`config.mk`:
```
export PLATFORM = sky130hd
export DESIGN_NAME = staged_heater_thermal_controller
export DESIGN_NICKNAME = d
export VERILOG_FILES = /design/src/hw/rtl/shc_pkg.sv /design/src/hw/rtl/shc_lowpass.sv /design/src/hw/rtl/shc_secdiv.sv /design/src/hw/rtl/staged_heater_thermal_controller.sv
export SDC_FILE = /design/constraint.sdc
export NUM_CORES = 2
export LEC_CHECK = 0
export BUFFER_PORTS_ARGS = -buffer_cell sky130_fd_sc_hd__buf_2
export CAP_MARGIN = 5
export CORE_ASPECT_RATIO = 1.2
export CORE_MARGIN = 1.5
export CORE_UTILIZATION = 60
export CTS_CLUSTER_DIAMETER = 50
export DETAILED_ROUTE_END_ITERATION = 16
export GPL_ROUTABILITY_DRIVEN = 0
export PLACE_DENSITY = 0.77
export SYNTH_ARGS = -nofsm -noshare
export SYNTH_HDL_FRONTEND = slang
export SYNTH_HIERARCHICAL = 1
export SYNTH_SLANG_ARGS = --single-unit
```
`constraint.sdc`:
```
create_clock -name i_clk -period 21.7 [get_ports i_clk]
set_clock_uncertainty 0.2 [all_clocks]
set_input_delay 4.34 -clock i_clk [delete_from_list [all_inputs] [get_ports i_clk]]
set_output_delay 4.34 -clock i_clk [all_outputs]
set_load 0.03 [all_outputs]
```
`src/hw/rtl/shc_pkg.sv`:
```
// ----------------------------------------------------------------------------
// shc_pkg
// Shared types and constants of the staged heater controller: phase codes,
// the fixed cooking profile table and the drive frequency set.
// ----------------------------------------------------------------------------
package shc_pkg;

    typedef enum logic [1:0] {
        PH_STANDBY = 2'd0,
        PH_COOKING = 2'd1,
        PH_WARMING = 2'd2
    } t_phase;

    // Stage ends are cumulative seconds from the start of cooking.
    typedef struct packed {
        logic [11:0] total;
        logic [11:0] end0;
        logic [11:0] end1;
        logic [11:0] end2;
        logic [11:0] end3;
        logic [7:0]  t1;
        logic [7:0]  t3;
        logic [7:0]  t4;
        logic [7:0]  keep;
    } t_profile;

    localparam t_profile PROF_TAB [4] = '{
        '{12'd300,  12'd60,  12'd120,  12'd240,  12'd300,  8'd110, 8'd110, 8'd110, 8'd110},
        '{12'd900,  12'd30,  12'd330,  12'd570,  12'd870,  8'd70,  8'd98,  8'd85,  8'd72},
        '{12'd3000, 12'd600, 12'd2400, 12'd2700, 12'd3000, 8'd60,  8'd95,  8'd80,  8'd70},
        '{12'd600,  12'd0,   12'd300,  12'd480,  12'd600,  8'd0,   8'd90,  8'd80,  8'd72}
    };

    localparam logic [15:0] FREQ_RESET = 16'd33000;
    localparam logic [15:0] FREQ_FULL  = 16'd26500;
    localparam logic [15:0] FREQ_MID   = 16'd30000;
    localparam logic [15:0] FREQ_LOW   = 16'd32000;

    localparam logic [15:0] Q_FATAL    = 16'd38400;   // 150.0 in Q8.8
    localparam logic [15:0] Q_MIN      = 16'd5120;    // 20.0
    localparam logic [15:0] Q_MAX      = 16'd51200;   // 200.0
    localparam logic signed [17:0] Q_ERR_HIGH = 18'sd3840;  // 15.0
    localparam logic signed [17:0] Q_ERR_LOW  = 18'sd1280;  // 5.0

    localparam logic [7:0] BOOST_TARGET = 8'd110;

    // Raise a requested setpoint below 30 to 30; one above 180 falls back to 115.
    function automatic logic [7:0] clamp_target(input logic [7:0] t);
        logic [7:0] v;
        v = (t < 8'd30) ? 8'd30 : t;
        if (v > 8'd180) begin
            v = 8'd115;
        end
        return v;
    endfunction

endpackage

```
`src/hw/rtl/shc_lowpass.sv`:
```
// ----------------------------------------------------------------------------
// shc_lowpass
// Q8.8 low-pass step: floor((9 * smoothed + 256 * bottom) / 10). The divide
// by ten is a reciprocal multiply that is exact for every 20-bit dividend.
// ----------------------------------------------------------------------------
module shc_lowpass
    import shc_pkg::*;
(
    input  logic [15:0] i_smoothed,
    input  logic [7:0]  i_bottom,
    output logic [15:0] o_smoothed
);

    localparam int          SHIFT = 24;
    localparam logic [20:0] RECIP = 21'd1677722;   // ceil(2^24 / 10)

    logic [19:0] sum;
    logic [40:0] prod;
    logic [40:0] quo;

    assign sum  = {1'b0, i_smoothed, 3'b000} + {4'b0000, i_smoothed}
                + {4'b0000, i_bottom, 8'h00};
    assign prod = {21'd0, sum} * {20'd0, RECIP};
    assign quo  = prod >> SHIFT;
    assign o_smoothed = quo[15:0];

endmodule

```
`src/hw/rtl/shc_secdiv.sv`:
```
// ----------------------------------------------------------------------------
// shc_secdiv
// Whole seconds from a tick count: floor(ticks / TICKS_PER_SECOND) by a
// reciprocal multiply, exact for any count below 2^DIFF_W.
// ----------------------------------------------------------------------------
module shc_secdiv
    import shc_pkg::*;
#(
    parameter int TICKS_PER_SECOND = 1000,
    parameter int DIFF_W           = 22
)(
    input  logic [DIFF_W-1:0] i_ticks,
    output logic [11:0]       o_seconds
);

    localparam int          CLOG  = $clog2(TICKS_PER_SECOND);
    localparam int          SHIFT = DIFF_W + CLOG;
    localparam int          RW    = DIFF_W + 2;
    localparam logic [63:0] POW   = 64'd1 << SHIFT;
    localparam logic [63:0] RECIP64 = (POW + 64'(TICKS_PER_SECOND) - 64'd1)
                                    / 64'(TICKS_PER_SECOND);
    localparam logic [RW-1:0] RECIP = RECIP64[RW-1:0];

    logic [DIFF_W+RW-1:0] prod;
    logic [DIFF_W+RW-1:0] quo;

    assign prod = {{RW{1'b0}}, i_ticks} * {{DIFF_W{1'b0}}, RECIP};
    assign quo  = prod >> SHIFT;
    assign o_seconds = quo[11:0];

endmodule

```
`src/hw/rtl/staged_heater_thermal_controller.sv`:
```
// ----------------------------------------------------------------------------
// staged_heater_thermal_controller
// Staged induction-heater controller: profile start, overtemperature locks,
// stage scheduling, one-second filter gates and drive frequency choice.
//
//   channel  | handshake                 | payload
//   ---------+---------------------------+-----------------------------------
//   input    | i_in_valid / o_in_stall   | kind, now_ms, five temperatures
//   result   | o_out_valid / i_out_stall | heater_on, freq, phase, lock, secs
//   config   | i_cfg_we                  | i_cfg_data (profile select)
//
// One beat per cycle sustained while the result does not stall; an input beat
// passes the input register, then the result register. All state updates
// happen in the single pass between the two registers. A stalled result holds
// and the input register stalls only while it is full and the result cannot
// move. Synchronous active-low reset clears control and controller state; the
// stage end registers are only loaded by a start beat.
// ----------------------------------------------------------------------------
module staged_heater_thermal_controller
    import shc_pkg::*;
#(
    parameter int TICKS_PER_SECOND = 1000,
    parameter int GATE_TICKS       = 1000
)(
    input  logic        i_clk,
    input  logic        i_rst_n,
    input  logic        i_cfg_we,
    input  logic [1:0]  i_cfg_data,
    input  logic        i_in_valid,
    output logic        o_in_stall,
    input  logic        i_kind,
    input  logic [31:0] i_now_ms,
    input  logic [7:0]  i_bottom_temp,
    input  logic [7:0]  i_side_temp,
    input  logic [7:0]  i_lid_temp,
    input  logic [7:0]  i_switch1_temp,
    input  logic [7:0]  i_switch2_temp,
    output logic        o_out_valid,
    input  logic        i_out_stall,
    output logic        o_heater_on,
    output logic [15:0] o_drive_freq_hz,
    output logic [1:0]  o_cook_phase,
    output logic        o_protect_lock,
    output logic [11:0] o_remaining_sec
);

    localparam int TICK_W = $clog2(4096 * TICKS_PER_SECOND);

    // input register
    logic        r_in_valid;
    logic        r_kind;
    logic [31:0] r_now;
    logic [7:0]  r_bottom, r_side, r_lid, r_sw1, r_sw2;

    // configuration and controller state
    logic [1:0]        r_profile_sel;
    t_phase            r_phase, n_phase;
    logic              r_lock, n_lock;
    logic [15:0]       r_smoothed, n_smoothed;
    logic [7:0]        r_setpoint, n_setpoint;
    logic [15:0]       r_freq, n_freq;
    logic              r_drive, n_drive;
    logic [31:0]       r_start_time, n_start_time;
    logic [31:0]       r_pid_gate, n_pid_gate;
    logic [31:0]       r_boost_gate, n_boost_gate;
    logic [11:0]       r_total_sec, n_total_sec;
    logic [TICK_W-1:0] r_total_ticks, n_total_ticks;
    logic [TICK_W-1:0] r_end_ticks [4];
    logic [TICK_W-1:0] n_end_ticks [4];

    // result register
    logic        r_out_valid;
    logic        r_heater_on;
    logic [15:0] r_freq_out;
    logic [1:0]  r_phase_out;
    logic        r_lock_out;
    logic [11:0] r_remain_out;

    logic        advance;
    logic        fire;
    t_profile    prof;
    logic [15:0] filt;
    logic [31:0] elapsed;
    logic [3:0]  before_end;
    logic [31:0] out_diff;
    logic [11:0] out_secs;
    logic [11:0] remain;

    logic        lock_v, drv_v, do_temp, do_boost, pid_open, boost_open;
    logic [7:0]  tgt_req, sp;
    logic signed [17:0] err;

    assign advance    = !r_out_valid || !i_out_stall;
    assign fire       = r_in_valid && advance;
    assign o_in_stall = r_in_valid && !advance;
    assign prof       = PROF_TAB[r_profile_sel];

    shc_lowpass u_lowpass (
        .i_smoothed (r_smoothed),
        .i_bottom   (r_bottom),
        .o_smoothed (filt)
    );

    assign elapsed    = r_now - r_start_time;
    assign pid_open   = (r_now - r_pid_gate) >= 32'(GATE_TICKS);
    assign boost_open = (r_now - r_boost_gate) >= 32'(GATE_TICKS);

    always_comb begin
        for (int i = 0; i < 4; i++) begin
            before_end[i] = elapsed < 32'(r_end_ticks[i]);
        end
    end

    always_comb begin
        n_phase       = r_phase;
        n_lock        = r_lock;
        n_smoothed    = r_smoothed;
        n_setpoint    = r_setpoint;
        n_freq        = r_freq;
        n_drive       = r_drive;
        n_start_time  = r_start_time;
        n_pid_gate    = r_pid_gate;
        n_boost_gate  = r_boost_gate;
        n_total_sec   = r_total_sec;
        n_total_ticks = r_total_ticks;
        n_end_ticks   = r_end_ticks;
        lock_v        = r_lock;
        drv_v         = r_drive;
        do_temp       = 1'b0;
        do_boost      = 1'b0;
        tgt_req       = 8'd0;
        sp            = 8'd0;
        err           = '0;

        if (fire) begin
            if (r_kind) begin
                n_total_sec    = prof.total;
                n_total_ticks  = TICK_W'(prof.total) * TICK_W'(TICKS_PER_SECOND);
                n_start_time   = r_now;
                n_phase        = PH_COOKING;
                n_end_ticks[0] = TICK_W'(prof.end0) * TICK_W'(TICKS_PER_SECOND);
                n_end_ticks[1] = TICK_W'(prof.end1) * TICK_W'(TICKS_PER_SECOND);
                n_end_ticks[2] = TICK_W'(prof.end2) * TICK_W'(TICKS_PER_SECOND);
                n_end_ticks[3] = TICK_W'(prof.end3) * TICK_W'(TICKS_PER_SECOND);
                n_setpoint     = prof.t1;
                n_smoothed     = {prof.t1, 8'h00};
                n_lock         = 1'b0;
            end else if (r_smoothed > Q_FATAL || r_side > 8'd155 || r_lid > 8'd125) begin
                // fatal overtemperature: drop to standby and end the pass
                n_drive = 1'b0;
                n_lock  = 1'b1;
                n_phase = PH_STANDBY;
            end else begin
                if (r_bottom >= 8'd120) begin
                    drv_v  = 1'b0;
                    lock_v = 1'b1;
                end else begin
                    if (lock_v && r_bottom <= 8'd110) begin
                        lock_v = 1'b0;
                    end
                    if (r_sw1 > 8'd80 || r_sw2 > 8'd80) begin
                        drv_v  = 1'b0;
                        lock_v = 1'b1;
                    end else if (lock_v && r_sw1 < 8'd70 && r_sw2 < 8'd70) begin
                        lock_v = 1'b0;
                    end
                end

                unique case (r_phase)
                    PH_COOKING: begin
                        if (before_end[0]) begin
                            tgt_req = prof.t1;
                            do_temp = 1'b1;
                        end else if (before_end[1]) begin
                            do_boost = 1'b1;
                        end else if (before_end[2]) begin
                            tgt_req = prof.t3;
                            do_temp = 1'b1;
                        end else if (before_end[3]) begin
                            tgt_req = prof.t4;
                            do_temp = 1'b1;
                        end else begin
                            n_phase = PH_WARMING;
                            tgt_req = prof.keep;
                            do_temp = 1'b1;
                        end
                    end
                    PH_WARMING: begin
                        tgt_req = prof.keep;
                        do_temp = 1'b1;
                    end
                    default: begin
                        drv_v = 1'b0;
                    end
                endcase

                if (do_temp) begin
                    sp         = clamp_target(tgt_req);
                    n_setpoint = sp;
                    err = $signed({2'b00, sp, 8'h00}) - $signed({2'b00, filt});
                    if (lock_v) begin
                        drv_v = 1'b0;
                    end else if (pid_open) begin
                        n_pid_gate = r_now;
                        n_smoothed = filt;
                        if (filt < Q_MIN || filt > Q_MAX) begin
                            // filter out of range: leave the drive alone
                        end else if (r_bottom > 8'd150) begin
                            drv_v  = 1'b0;
                            lock_v = 1'b1;
                        end else if (r_bottom > 8'd130) begin
                            n_freq = FREQ_LOW;
                            drv_v  = 1'b1;
                        end else if ({1'b0, r_bottom} >= {1'b0, sp} + 9'd5) begin
                            drv_v = 1'b0;
                        end else if ({1'b0, r_bottom} + 9'd5 >= {1'b0, sp}) begin
                            // inside the hold band
                        end else if (err > Q_ERR_HIGH) begin
                            n_freq = FREQ_FULL;
                            drv_v  = 1'b1;
                        end else if (err > Q_ERR_LOW) begin
                            n_freq = FREQ_MID;
                            drv_v  = 1'b1;
                        end else begin
                            drv_v = 1'b0;
                        end
                    end
                end

                if (do_boost) begin
                    if (lock_v) begin
                        drv_v = 1'b0;
                    end else if (boost_open) begin
                        n_boost_gate = r_now;
                        n_smoothed   = filt;
                        n_setpoint   = clamp_target(BOOST_TARGET);
                        if (r_bottom >= 8'd125) begin
                            drv_v  = 1'b0;
                            lock_v = 1'b1;
                        end else if (r_bottom >= 8'd115) begin
                            n_freq = FREQ_LOW;
                            drv_v  = 1'b1;
                        end else begin
                            n_freq = FREQ_FULL;
                            drv_v  = 1'b1;
                        end
                    end
                end

                n_lock  = lock_v;
                n_drive = drv_v;
            end
        end
    end

    // seconds left, measured against the state this beat leaves behind
    assign out_diff = r_now - n_start_time;

    shc_secdiv #(
        .TICKS_PER_SECOND (TICKS_PER_SECOND),
        .DIFF_W           (TICK_W)
    ) u_secdiv (
        .i_ticks   (out_diff[TICK_W-1:0]),
        .o_seconds (out_secs)
    );

    assign remain = (n_phase == PH_COOKING && out_diff < 32'(n_total_ticks))
                  ? (n_total_sec - out_secs) : 12'd0;

    always_ff @(posedge i_clk) begin
        if (!i_rst_n) begin
            r_in_valid <= 1'b0;
        end else if (!o_in_stall) begin
            r_in_valid <= i_in_valid;
        end
    end

    always_ff @(posedge i_clk) begin
        if (i_in_valid && !o_in_stall) begin
            r_kind   <= i_kind;
            r_now    <= i_now_ms;
            r_bottom <= i_bottom_temp;
            r_side   <= i_side_temp;
            r_lid    <= i_lid_temp;
            r_sw1    <= i_switch1_temp;
            r_sw2    <= i_switch2_temp;
        end
    end

    always_ff @(posedge i_clk) begin
        if (!i_rst_n) begin
            r_profile_sel <= 2'd0;
        end else if (i_cfg_we) begin
            r_profile_sel <= i_cfg_data;
        end
    end

    always_ff @(posedge i_clk) begin
        if (!i_rst_n) begin
            r_phase       <= PH_STANDBY;
            r_lock        <= 1'b0;
            r_smoothed    <= 16'd0;
            r_setpoint    <= 8'd0;
            r_freq        <= FREQ_RESET;
            r_drive       <= 1'b0;
            r_start_time  <= 32'd0;
            r_pid_gate    <= 32'd0;
            r_boost_gate  <= 32'd0;
            r_total_sec   <= 12'd0;
            r_total_ticks <= '0;
        end else begin
            r_phase       <= n_phase;
            r_lock        <= n_lock;
            r_smoothed    <= n_smoothed;
            r_setpoint    <= n_setpoint;
            r_freq        <= n_freq;
            r_drive       <= n_drive;
            r_start_time  <= n_start_time;
            r_pid_gate    <= n_pid_gate;
            r_boost_gate  <= n_boost_gate;
            r_total_sec   <= n_total_sec;
            r_total_ticks <= n_total_ticks;
        end
    end

    always_ff @(posedge i_clk) begin
        r_end_ticks <= n_end_ticks;
    end

    always_ff @(posedge i_clk) begin
        if (!i_rst_n) begin
            r_out_valid <= 1'b0;
        end else if (advance) begin
            r_out_valid <= r_in_valid;
        end
    end

    always_ff @(posedge i_clk) begin
        if (fire) begin
            r_heater_on  <= n_drive;
            r_freq_out   <= n_freq;
            r_phase_out  <= n_phase;
            r_lock_out   <= n_lock;
            r_remain_out <= remain;
        end
    end

    assign o_out_valid     = r_out_valid;
    assign o_heater_on     = r_heater_on;
    assign o_drive_freq_hz = r_freq_out;
    assign o_cook_phase    = r_phase_out;
    assign o_protect_lock  = r_lock_out;
    assign o_remaining_sec = r_remain_out;

endmodule
```
==> impl_results.md <==
* IO Port Bufs at 110
* Vias in the first global route at 30,800
* Final Setup Violations at 0
* WS Path Type: input pin to flop
* R2r setup slk at 8.40 ns
* CTS hold repair buffers at 0
* Drt drc at 0
* Global route overflow at 0
* Initial Utilization at 60.9%
* Initial antenna violation count at 3
* Final wirelength at 95.4 mm
* Clock-pin transition on the worst setup and hold timing paths at 0.06 ns
* Worst reg2reg path depth at 51
* Resize count post-CTS at 0
* R2r endpoint: o_remaining_sec[11]
* Most common cell after layout, fill and taps aside: inv_1
* Asr flop ratio synth at 0%
* CTS tree: done
* Die W at 230 µm
* Slowest cell on crit path: xnor2_1
* Critical path startpoint category: input pin
* Hpwl dp at 76.8 mm
* Inserted Clock Buffers at 38
* DR WL/cell at 18.6 µm
* Fin. Hold Viols at 0
* Flops & latches, synth at 300
* Initial drt markers at 1,964
* Max-Cap Viols at 0
* Final #Nets at 5,290
* Crit Path Max Fanout at 85
* Largest net degree at the start of global routing at 89
* Final min period at 16.79 ns
* Max Clk Rate at 59.6 MHz
* Post-synth top area cell: ha_1
* Clk root buf: clkbuf_16
* DIE AREA at 63,300 µm²
* Outcome: finished clean
* Worst endpoint data arrival time at 16.95 ns
* First-pass GRT wire length at 156 mm
* Io pins at 114
* Crit. End Element: flop
* Crit path from: i_out_stall
* Worst-margin pin slew at 1.27 ns
* Final Cycle Share at 77.4%
* Core area at 60,900 µm²
* Critical Path Sink: o_remaining_sec[11]
* Mean Syn Cell Area at 8.82 µm²
* Synth Flop Type: dfxtp_1
* Rows at 99
* Number of synthesis warnings at 6
* Final ANT Viol Nets at 0
* Worst rel slew slack at 15.0%
* RSZ-0062 raised after global routing: false
* Fraction of layout cells with a size suffix above 1 at 6.32%
* DIE HEIGHT at 275 µm
* Post-CTS Setup Inserts at 0
* Netlist cell types at 120
* Slowest stage delay, CP at 0.81 ns
* Via count at 30,700
* Overall Global Routing Usage at 30.5%
* Synthesized instance count at 4,204
* Max Transition Viols Final at 0
* Min-delay worst type: flop to flop
* Core Util, Final at 65.2%
* P&R area growth vs syn at 7.23%
* Vias/cell at 5.99
* Yosys top cell area share at 22.7%
* Most frequent cells in the layout: inv_1 (692), ha_1 (673), nor2_1 (306)
* RR Startpoint: o_out_valid
* Clock sinks at 300
* Mapped cell area at 37,100 µm²
* Sequential area share after synthesis at 19.7%
* H-Tree Depth at 2
* Number of synthesized flops with an enable pin at 130
* Max Buffers Root-to-Sink at 3
* Drt first pass iters at 6
* Synth area leaders: ha_1 (23%), fa_1 (13%), edfxtp_1 (11%)
* Setup TNS at 0 ns
* Required @ worst endpoint at 21.86 ns
* Clock latency on the worst-skew pair at 0.57 ns
* # fillers at 5,090
metrics by stage:
| step | instance area (µm²) | hold WS [ns] | std cells | worst slack (ns) |
|---|---|---|---|---|
| 2_1_floorplan | 37100 | 0.218 | 4205 | 6.21 |
| 3_3_place_gp | 38500 | 0.225 | 5056 | 4.79 |
| 3_5_place_dp | 38500 | 0.233 | 5056 | 4.52 |
| 4_1_cts | 39800 | 0.248 | 5126 | 5.07 |
| 5_1_grt | 39800 | 0.270 | 5128 | 3.98 |
| 6_report | 39800 | 0.246 | 5129 | 4.91 |
logic make-up after synthesis:
| logic type | count (synthesis) | synth area share (%) |
|---|---|---|
| mux | 50 | 1.36 |
| fa+ha+maj | 922 | 36.1 |
| simple gates | 1052 | 13.9 |
| flops | 300 | 19.7 |
| xor+xnor | 164 | 3.89 |
| buf+inv | 785 | 8.01 |
| other cells | 1 | 0.0101 |
| compound gates | 930 | 17.0 |
metal layers:
metal  track usage, %  up-vias  wire, µm
li1                 -    14800         -
met1             36.1    14700     38600
met2             54.4      902     47200
met3             3.42      290      4420
met4             15.8        2      5200
met5                0        -        13
worst min-delay path by stage:
stage          slack [ns]          to       start  cells after the start
2_1_floorplan        0.22  r_freq[15]  r_freq[15]                      1
3_3_place_gp         0.22   r_freq[3]   r_freq[3]                      1
3_5_place_dp         0.23   r_freq[6]   r_freq[6]                      1
4_1_cts              0.25   r_freq[6]   r_freq[6]                      1
5_1_grt              0.27   r_freq[6]   r_freq[6]                      1
6_report             0.25   r_freq[6]   r_freq[6]                      1
Yosys cell counts, types with 14 or more instances:
cell type	number
inv_1	693
ha_1	673
nor2_1	306
a21oi_1	290
nand2_1	267
fa_1	249
dfxtp_1	170
o21ai_0	144
edfxtp_1	130
xnor2_1	107
a21o_1	99
nand3_1	78
clkbuf_1	71
nor3_1	59
xor2_1	56
and2_1	50
mux2i_1	48
nand4_1	43
nor4_1	39
o21a_1	39
nor2b_1	36
nand2b_1	34
a211oi_1	33
o211ai_1	28
or3_1	27
a31oi_1	26
and3_1	26
o21ai_1	18
a211o_1	16
o2111ai_1	15
o21bai_1	14
o31ai_1	14
flip-flops by register name (all words and copies together) (netlist names), 2 cells and up:
register,flops
r_start_time,32
r_boost_gate,32
r_sw2,8
o_remaining_sec,12
r_freq,16
o_cook_phase,2
r_smoothed,16
r_now,32
o_drive_freq_hz,16
r_total_sec,12
r_total_ticks,22
r_sw1,8
r_profile_sel,2
r_lid,7
r_phase,2
r_pid_gate,32
r_end_ticks,28
r_side,6
r_bottom,8
cell type report:
cell class / instances / area, µm² / area share [%]
Timing Repair Buffer: 132 / 716 / 1.80
Inverter: 696 / 2620 / 6.58
Sequential cell: 300 / 7310 / 18.4
Clock inverter: 28 / 277 / 0.695
Tap cell: 808 / 1010 / 2.54
Multi-Input combinational cell: 3120 / 26800 / 67.5
Antenna cell: 3 / 7.51 / 0.0189
Clock buffer: 42 / 1010 / 2.54
critical path, delay by kind of cell:
kind	cells	cell delay, ns
adders and majority gates	9	3.87
xor gates and xnor gates	3	1.27
buffers and inverters	11	1.90
AOI/OAI and AO/OA	15	3.26
and+or+nand+nor	14	2.25
Power is left out: the tool's default activity adds up to more than one toggle a clock period on the data nets, which glitch-free logic cannot reach.
